## config.mk

```make
export PLATFORM = sky130hd
export DESIGN_NAME = dhpc_div
export DESIGN_NICKNAME = d
export VERILOG_FILES = /design/src/sv/dhpc_pkg.sv /design/src/sv/dhpc_div.sv
export SDC_FILE = /design/constraint.sdc
export NUM_CORES = 1
export LEC_CHECK = 0
export BUFFER_PORTS_ARGS = -buffer_cell sky130_fd_sc_hd__buf_4
export CELL_PAD_IN_SITES_DETAIL_PLACEMENT = 1
export CELL_PAD_IN_SITES_GLOBAL_PLACEMENT = 2
export CORE_ASPECT_RATIO = 0.7
export CORE_MARGIN = 1
export CORE_UTILIZATION = 30
export CTS_BUF_LIST = sky130_fd_sc_hd__clkbuf_8
export DETAILED_ROUTE_END_ITERATION = 8
export PLACE_DENSITY_LB_ADDON = 0.25
export SYNTH_ARGS = -nofsm -noshare
export SYNTH_HDL_FRONTEND = slang
export SYNTH_SLANG_ARGS = --single-unit
```

## constraint.sdc

```tcl
create_clock -name clock -period 9.04 [get_ports clock]
set_input_delay 1.808 -clock clock [delete_from_list [all_inputs] [get_ports clock]]
set_output_delay 1.808 -clock clock [all_outputs]
set_load 0.05 [all_outputs]
```

## src/sv/dhpc_pkg.sv

```systemverilog
// Types, constants and target tables shared by the puff controller modules.
package dhpc_pkg;

   localparam int VBAT_W     = 10;
   localparam int GEAR_W     = 2;
   localparam int DUTY_W     = 7;
   localparam int DIVIDEND_W = 16;
   localparam int QUO_BITS   = 7;
   localparam int CNT_W      = 3;

   localparam logic [GEAR_W-1:0] GEAR_RESET    = 2'd2;
   localparam logic [1:0]        RELEASE_TICKS = 2'd3;
   localparam logic [DUTY_W-1:0] DUTY_FULL     = 7'd100;
   localparam logic [DUTY_W-1:0] DUTY_OFF      = 7'd0;

   typedef enum logic [3:0] {
      ST_IDLE  = 4'b0001,
      ST_DIV_A = 4'b0010,
      ST_DIV_B = 4'b0100,
      ST_DONE  = 4'b1000
   } dhpc_state_type;

   typedef struct packed {
      logic                  start;
      logic [DIVIDEND_W-1:0] dividend;
      logic [VBAT_W-1:0]     divisor;
   } dhpc_div_req_type;

   typedef struct packed {
      logic                done;
      logic [QUO_BITS-1:0] quotient;
   } dhpc_div_rsp_type;

   function automatic logic [VBAT_W-1:0] target_a(input logic [GEAR_W-1:0] gear);
      logic [VBAT_W-1:0] t;
      unique case (gear)
         2'd1:    t = 10'd210;
         2'd2:    t = 10'd280;
         2'd3:    t = 10'd350;
         default: t = 10'd0;
      endcase
      return t;
   endfunction

   function automatic logic [VBAT_W-1:0] target_b(input logic [GEAR_W-1:0] gear);
      logic [VBAT_W-1:0] t;
      unique case (gear)
         2'd1:    t = 10'd210;
         2'd2:    t = 10'd240;
         2'd3:    t = 10'd270;
         default: t = 10'd0;
      endcase
      return t;
   endfunction

   function automatic logic [DIVIDEND_W-1:0] product_a(input logic [GEAR_W-1:0] gear);
      logic [DIVIDEND_W-1:0] p;
      unique case (gear)
         2'd1:    p = 16'd21000;
         2'd2:    p = 16'd28000;
         2'd3:    p = 16'd35000;
         default: p = 16'd0;
      endcase
      return p;
   endfunction

   function automatic logic [DIVIDEND_W-1:0] product_b(input logic [GEAR_W-1:0] gear);
      logic [DIVIDEND_W-1:0] p;
      unique case (gear)
         2'd1:    p = 16'd21000;
         2'd2:    p = 16'd24000;
         2'd3:    p = 16'd27000;
         default: p = 16'd0;
      endcase
      return p;
   endfunction

   function automatic logic [DUTY_W-1:0] duty_pick(
      input logic [VBAT_W-1:0]   target,
      input logic [VBAT_W-1:0]   vbat,
      input logic [QUO_BITS-1:0] quotient
   );
      logic [DUTY_W-1:0] d;
      priority if (target == '0) begin
         d = DUTY_OFF;
      end else if (vbat <= target) begin
         d = DUTY_FULL;
      end else begin
         d = quotient;
      end
      return d;
   endfunction

endpackage

```

## src/sv/dhpc_div.sv

```systemverilog
// Restoring divider, one quotient bit per cycle, shared by both heater duties.
module dhpc_div import dhpc_pkg::*; (
   input  logic             clock,
   input  logic             reset,
   input  dhpc_div_req_type div_req,
   output dhpc_div_rsp_type div_rsp
);

   logic [DIVIDEND_W-1:0] rem_ff, rem_in;
   logic [VBAT_W-1:0]     dsr_ff, dsr_in;
   logic [QUO_BITS-1:0]   quo_ff, quo_in;
   logic [CNT_W-1:0]      cnt_ff, cnt_in;
   logic                  busy_ff, busy_in;
   logic                  done_ff, done_in;
   logic [DIVIDEND_W:0]   shifted;
   logic                  fits;

   always_comb begin
      shifted = {{(DIVIDEND_W+1-VBAT_W){1'b0}}, dsr_ff} << cnt_ff;
      fits    = {1'b0, rem_ff} >= shifted;
      rem_in  = rem_ff;
      dsr_in  = dsr_ff;
      quo_in  = quo_ff;
      cnt_in  = cnt_ff;
      busy_in = busy_ff;
      done_in = 1'b0;
      if (div_req.start) begin
         rem_in  = div_req.dividend;
         dsr_in  = div_req.divisor;
         quo_in  = '0;
         cnt_in  = CNT_W'(QUO_BITS - 1);
         busy_in = 1'b1;
      end else if (busy_ff) begin
         quo_in = {quo_ff[QUO_BITS-2:0], fits};
         if (fits) begin
            rem_in = rem_ff - shifted[DIVIDEND_W-1:0];
         end
         if (cnt_ff == '0) begin
            busy_in = 1'b0;
            done_in = 1'b1;
         end else begin
            cnt_in = cnt_ff - 1'b1;
         end
      end
   end

   always_ff @(posedge clock) begin
      rem_ff <= rem_in;
      dsr_ff <= dsr_in;
      quo_ff <= quo_in;
      cnt_ff <= cnt_in;
      if (reset) begin
         busy_ff <= 1'b0;
         done_ff <= 1'b0;
      end else begin
         busy_ff <= busy_in;
         done_ff <= done_in;
      end
   end

   assign div_rsp.done     = done_ff;
   assign div_rsp.quotient = quo_ff;

endmodule

```

* After elaboration in Yosys (flattened, before gate mapping) *
Cells that the tools add are included.

word-level totals
  flip-flop bits (word level) = 38
  latch bits = 0
  memory bits (writable) = 0
  memory bits (read-only) = 0
  output and inout bits = 8
  word-level logic and storage cells = 25
  memories kept = 0

operators by class
  $add $sub $neg = 2
  multipliers = 0
  div/mod/pow operators = 0
  $lt $le $gt $ge = 1
  eq/ne operators = 0
  shift-type cells = 1
  mux-type cells = 7
  bitwise logic cells = 2
  reductions and logical operators = 6

operators by type and width
  kind                   count
  $mux W16               3
  $ge A16 B17 Y1         1
  $shl A10 B3 Y17        1
  $sub A16 B16 Y16       1
  $mux W1                4
  $reduce_and A2 Y1      2
  $reduce_bool A2 Y1     2
  $logic_not A3 Y1       1
  $reduce_or A3 Y1       1
  $sub A3 B1 Y3 const B  1
  $not A1 Y1             2

* Depth between registers and ports, before layout *
  depth after elaboration = 5
  mapped depth = 11
  gate-level depth less buffers = 10

* Worst setup path after synthesis *
No wires, ideal clock.

  path type = flip-flop to flip-flop
  from = reg cnt_ff[1]
  to = reg rem_ff[0] (enable)
  setup time = 0.394 ns
  arrival time = 3.375 ns
  setup slack = 5.270 ns
  cell stages (with the launch flop) = 12
  period minus slack after synthesis = 3.770 ns
  cells stage by stage = dfxtp_1 > clkbuf_1 > clkbuf_1 > nand2_1 > o21ai_0 > mux2i_1 > ha_1 > nand4_2 > or4_4 > a21oi_2 > nor3_1 > a21oi_1

on the way
  longest elaborated chain between the ends = 4

RTL lines
  item                          RTL line        RTL
  from (decl)                   dhpc_div.sv:12  logic [CNT_W-1:0] cnt_ff, cnt_in;
  from (signal assigned)        dhpc_div.sv:51  cnt_ff <= cnt_in;
  $shl A10 B3 Y17               dhpc_div.sv:19  shifted = {{(DIVIDEND_W+1-VBAT_W){1'b0}}, dsr_ff} << cnt_ff;
  $ge A16 B17 Y1                dhpc_div.sv:20  fits = {1'b0, rem_ff} >= shifted;
  $reduce_bool A2 Y1 (no line)  --
  $reduce_and A2 Y1 (no line)   --
  to (signal assigned)          dhpc_div.sv:48  rem_ff <= rem_in;
  to (decl)                     dhpc_div.sv:9   logic [DIVIDEND_W-1:0] rem_ff, rem_in;

No other way between the ends.
A chain may end at the register's enable or synchronous reset.

* Final worst setup path *
  from = reg cnt_ff[1]
  to = reg rem_ff[3] (enable)

Same word-level chain as after synthesis.

==> flow_summary.json <==
{
  "outcome": "finished clean",
  "h-tree-depth": 2,
  "yosysMostFrequentCell": "nor2_1",
  "synthDistinctLibCells": 51,
  "path_common_cell": "a21oi_1",
  "power.leakage_nw": 1.291,
  "fin_crit_ns": 4.009,
  "clock-sinks": 38,
  "slew_headroom_pct": 47.17,
  "pwr-share-comb_pct": 52.2,
  "ys_warn_count": 0,
  "synthTopCellsByArea": "edfxtp_1 (29%), dfxtp_1 (8.9%), ha_1 (8.4%), mux2i_1 (6.7%), nor2_1 (4.7%)",
  "skew_ns": 0.004247,
  "root_buffer": "clkbuf_8",
  "crit_path_start": "cnt_ff[1]$_SDFFE_PP1P_",
  "synth_top_area_share_pct": 29.02,
  "slowest_stage": "dfxtp_1",
  "reg2reg_from": "cnt_ff[1]$_SDFFE_PP1P_",
  "die_height_um": 81.23,
  "io_buffers": 36,
  "cts_buffers": 5,
  "powerDensity_mw_per_mm2": 255.2,
  "ant_nets": 0,
  "antenna_found_initial": 0,
  "finalHoldViolCount": 0,
  "synth_edf_count": 26,
  "p_seq_share_pct": 32.1,
  "wl_mm": 7.460,
  "timing.fmax_mhz": 249.4,
  "rsz0062_at_grt": "false",
  "cp.required_ns": 9.05,
  "cp.arrival_ns": 4.01,
  "fin_nets": 369,
  "wl_per_cell_um": 16.88,
  "rows": 28,
  "grt_max_degree": 64,
  "ys_seq_elements": 38,
  "routed_via_density": 5.129,
  "clkLatencyLatePin_ns": 0.31,
  "synth_nets": 339,
  "antennaDiodeCount": 0,
  "worstMarginPinSlew_ns": 0.7914,
  "clockPowerShare_pct": 15.7,
  "cts_hold_buf": 0,
  "multi_input_area_mm2": 0.001549,
  "grt_pass1_vias": 2244,
  "end_kind": "flop",
  "yosys.area.top_type": "edfxtp_1",
  "io_pins": 37,
  "cts_tree": "built",
  "hold_path.class": "flop to flop",
  "critical_path.max_fanout": 20,
  "timing.max_cap.violations": 0,
  "grt_use_total_pct": 17.15,
  "initial_core_util_pct": 31.34,
  "start_kind": "flop",
  "regArea_mm2": 0.001021,
  "vias": 2267,
  "drc": 0,
  "ctsResizeCount": 0,
  "finalSetupViolCount": 0,
  "synth_ff_type": "edfxtp_1",
  "slew_viol_final": 0,
  "holdCritStartpoint": "quo_ff[6]$_SDFFE_PP0P_",
  "dieArea_mm2": 0.009356,
  "postSynthCellCount": 291,
  "crit_path_max_incr_delay_ns": 0.79,
  "grt_pass1_wl_mm": 11.84,
  "switchingPower_w": 0.0003419,
  "swShare_pct": 42.74,
  "die_w_um": 115.2,
  "ys_async_sr_fraction_pct": 0,
  "drt_pre_antenna_iters": 4,
  "ys_top_cells_by_count": "nor2_1 (34), edfxtp_1 (26), nand2_1 (25), a21oi_1 (21)",
  "syn2layout_area_growth_pct": 16.51,
  "post-cts-setup-buffers": 0,
  "crit_path_cell_trace": "mux2_2 -> nor2_1 -> a21oi_1 -> mux2i_1 -> ha_1 -> nand4_2 -> or4_4 -> a21oi_2 -> nor3_1 -> a21oi_1 -> buf_4",
  "grt-ovfl-total": 0,
  "avgSynthCellArea_um2": 9.244,
  "dp_hpwl_mm": 5.704,
  "core_mm2": 0.008583,
  "seq_area_frac_synth_pct": 37.95,
  "drt_iter0_drc": 94,
  "fillers": 1008,
  "drive_gt1_share_pct": 17.39,
  "clk_pin_slew_worst_paths_ns": 0.08,
  "setup_tns_ns": 0,
  "irDropWorstVdd_mv": 0.07534,
  "total_power_w": 0.0008000,
  "syn_area_mm2": 0.002690,
  "post-route-period-util_pct": 44.35,
  "p_int_w": 0.0004581,
  "clock_path_buffers": 2,
  "crit_type": "flop to flop",
  "place.gp.congestion": 0.8229
}
[worst paths after layout]
check | endpoint | slack [ns] | cells after the start
setup / recovery | rem_ff[3]$_DFFE_PP_ | 5.03 | 11
hold / removal | quo_ff[6]$_SDFFE_PP0P_ | 0.50 | 2
setup reg to reg | rem_ff[3]$_DFFE_PP_ | 5.03 | 11
hold reg to reg | quo_ff[6]$_SDFFE_PP0P_ | 0.50 | 2
[critical path: cells and delay by family (launching register included)]
family	cells	cell delay [ns]
and+or+nand+nor	4	0.86
DFF	1	0.79
muxes	2	0.77
AOI/OAI and AO/OA	3	0.65
adders and majority gates	1	0.31
buffers and inverters	1	0.31
[per-stage QoR]
stage | std cells | util [%] | area [um2] | hold slack [ns] | setup slack [ns]
after floorplan | 291 | - | 2690 | 0.5084 | 5.270
after global placement | 434 | 35.45 | 3043 | 0.4826 | 5.156
after detailed placement | 434 | 35.45 | 3043 | 0.4903 | 5.048
after CTS | 442 | 36.52 | 3134 | 0.5086 | 5.055
after global routing | 442 | 36.52 | 3134 | 0.5583 | 4.785
final | 442 | 36.52 | 3134 | 0.4968 | 5.031
[cells in the final DEF (no fill, tap or decap), drive strengths merged, types with 5 or more instances in the layout]
cell / n
o21ai: 16
nor2: 34
inv: 13
o21a: 10
nand3: 5
nand2b: 7
mux2i: 18
a21oi: 22
clkbuf: 6
o31ai: 5
a211o: 6
dfxtp: 12
nand2: 25
edfxtp: 26
buf: 37
nor3: 11
ha: 18
[area by class of cell]
type | instances | share of cell area, %
multi-input cells | 227 | 49.42
flip-flops and latches | 38 | 32.57
repair buffers | 37 | 8.862
well taps | 120 | 4.790
clock buffers | 6 | 2.635
inverters | 12 | 1.437
clock inverters | 2 | 0.2794
[metal layers]
layer  share of wire, %  wire [um]  global-route usage (%)  up-vias
met5                  0          0                       0        -
met4                1.4        107                   6.234        0
met3                3.3        248                   3.507        8
met2                 41       3086                   25.18       33
met1                 54       4018                   24.61     1082
li1                   -          -                       -     1144
[logic make-up (layout without fill, tap and decap cells)]
family / after synthesis / count (layout) / share of synthesized area, %
xor gates and xnor gates: 3 / 3 / 0.9769
AOI/OAI and AO/OA: 85 / 85 / 21.77
DFF: 38 / 38 / 37.95
buffers and inverters: 26 / 57 / 4.465
adders and majority gates: 19 / 19 / 9.116
muxes: 22 / 22 / 8.372
and+or+nand+nor: 98 / 98 / 17.35
[power by group through the flow]
stage	clock network, W	registers [W]	logic [W]
finish	0.000126	0.000257	0.000417
CTS	0.000131	0.000258	0.000420
floorplan	0	0.000252	0.000307
global route	0.000134	0.000261	0.000472
detailed placement	0	0.000261	0.000417
global placement	0	0.000262	0.000417
[registers in the layout, indices dropped and copies added, names as in the netlist]
signal and cells:
busy_ff 1, cnt_ff 3, done_ff 1, dsr_ff 10, quo_ff 7, rem_ff 16
(Power assumes the default switching activity.)
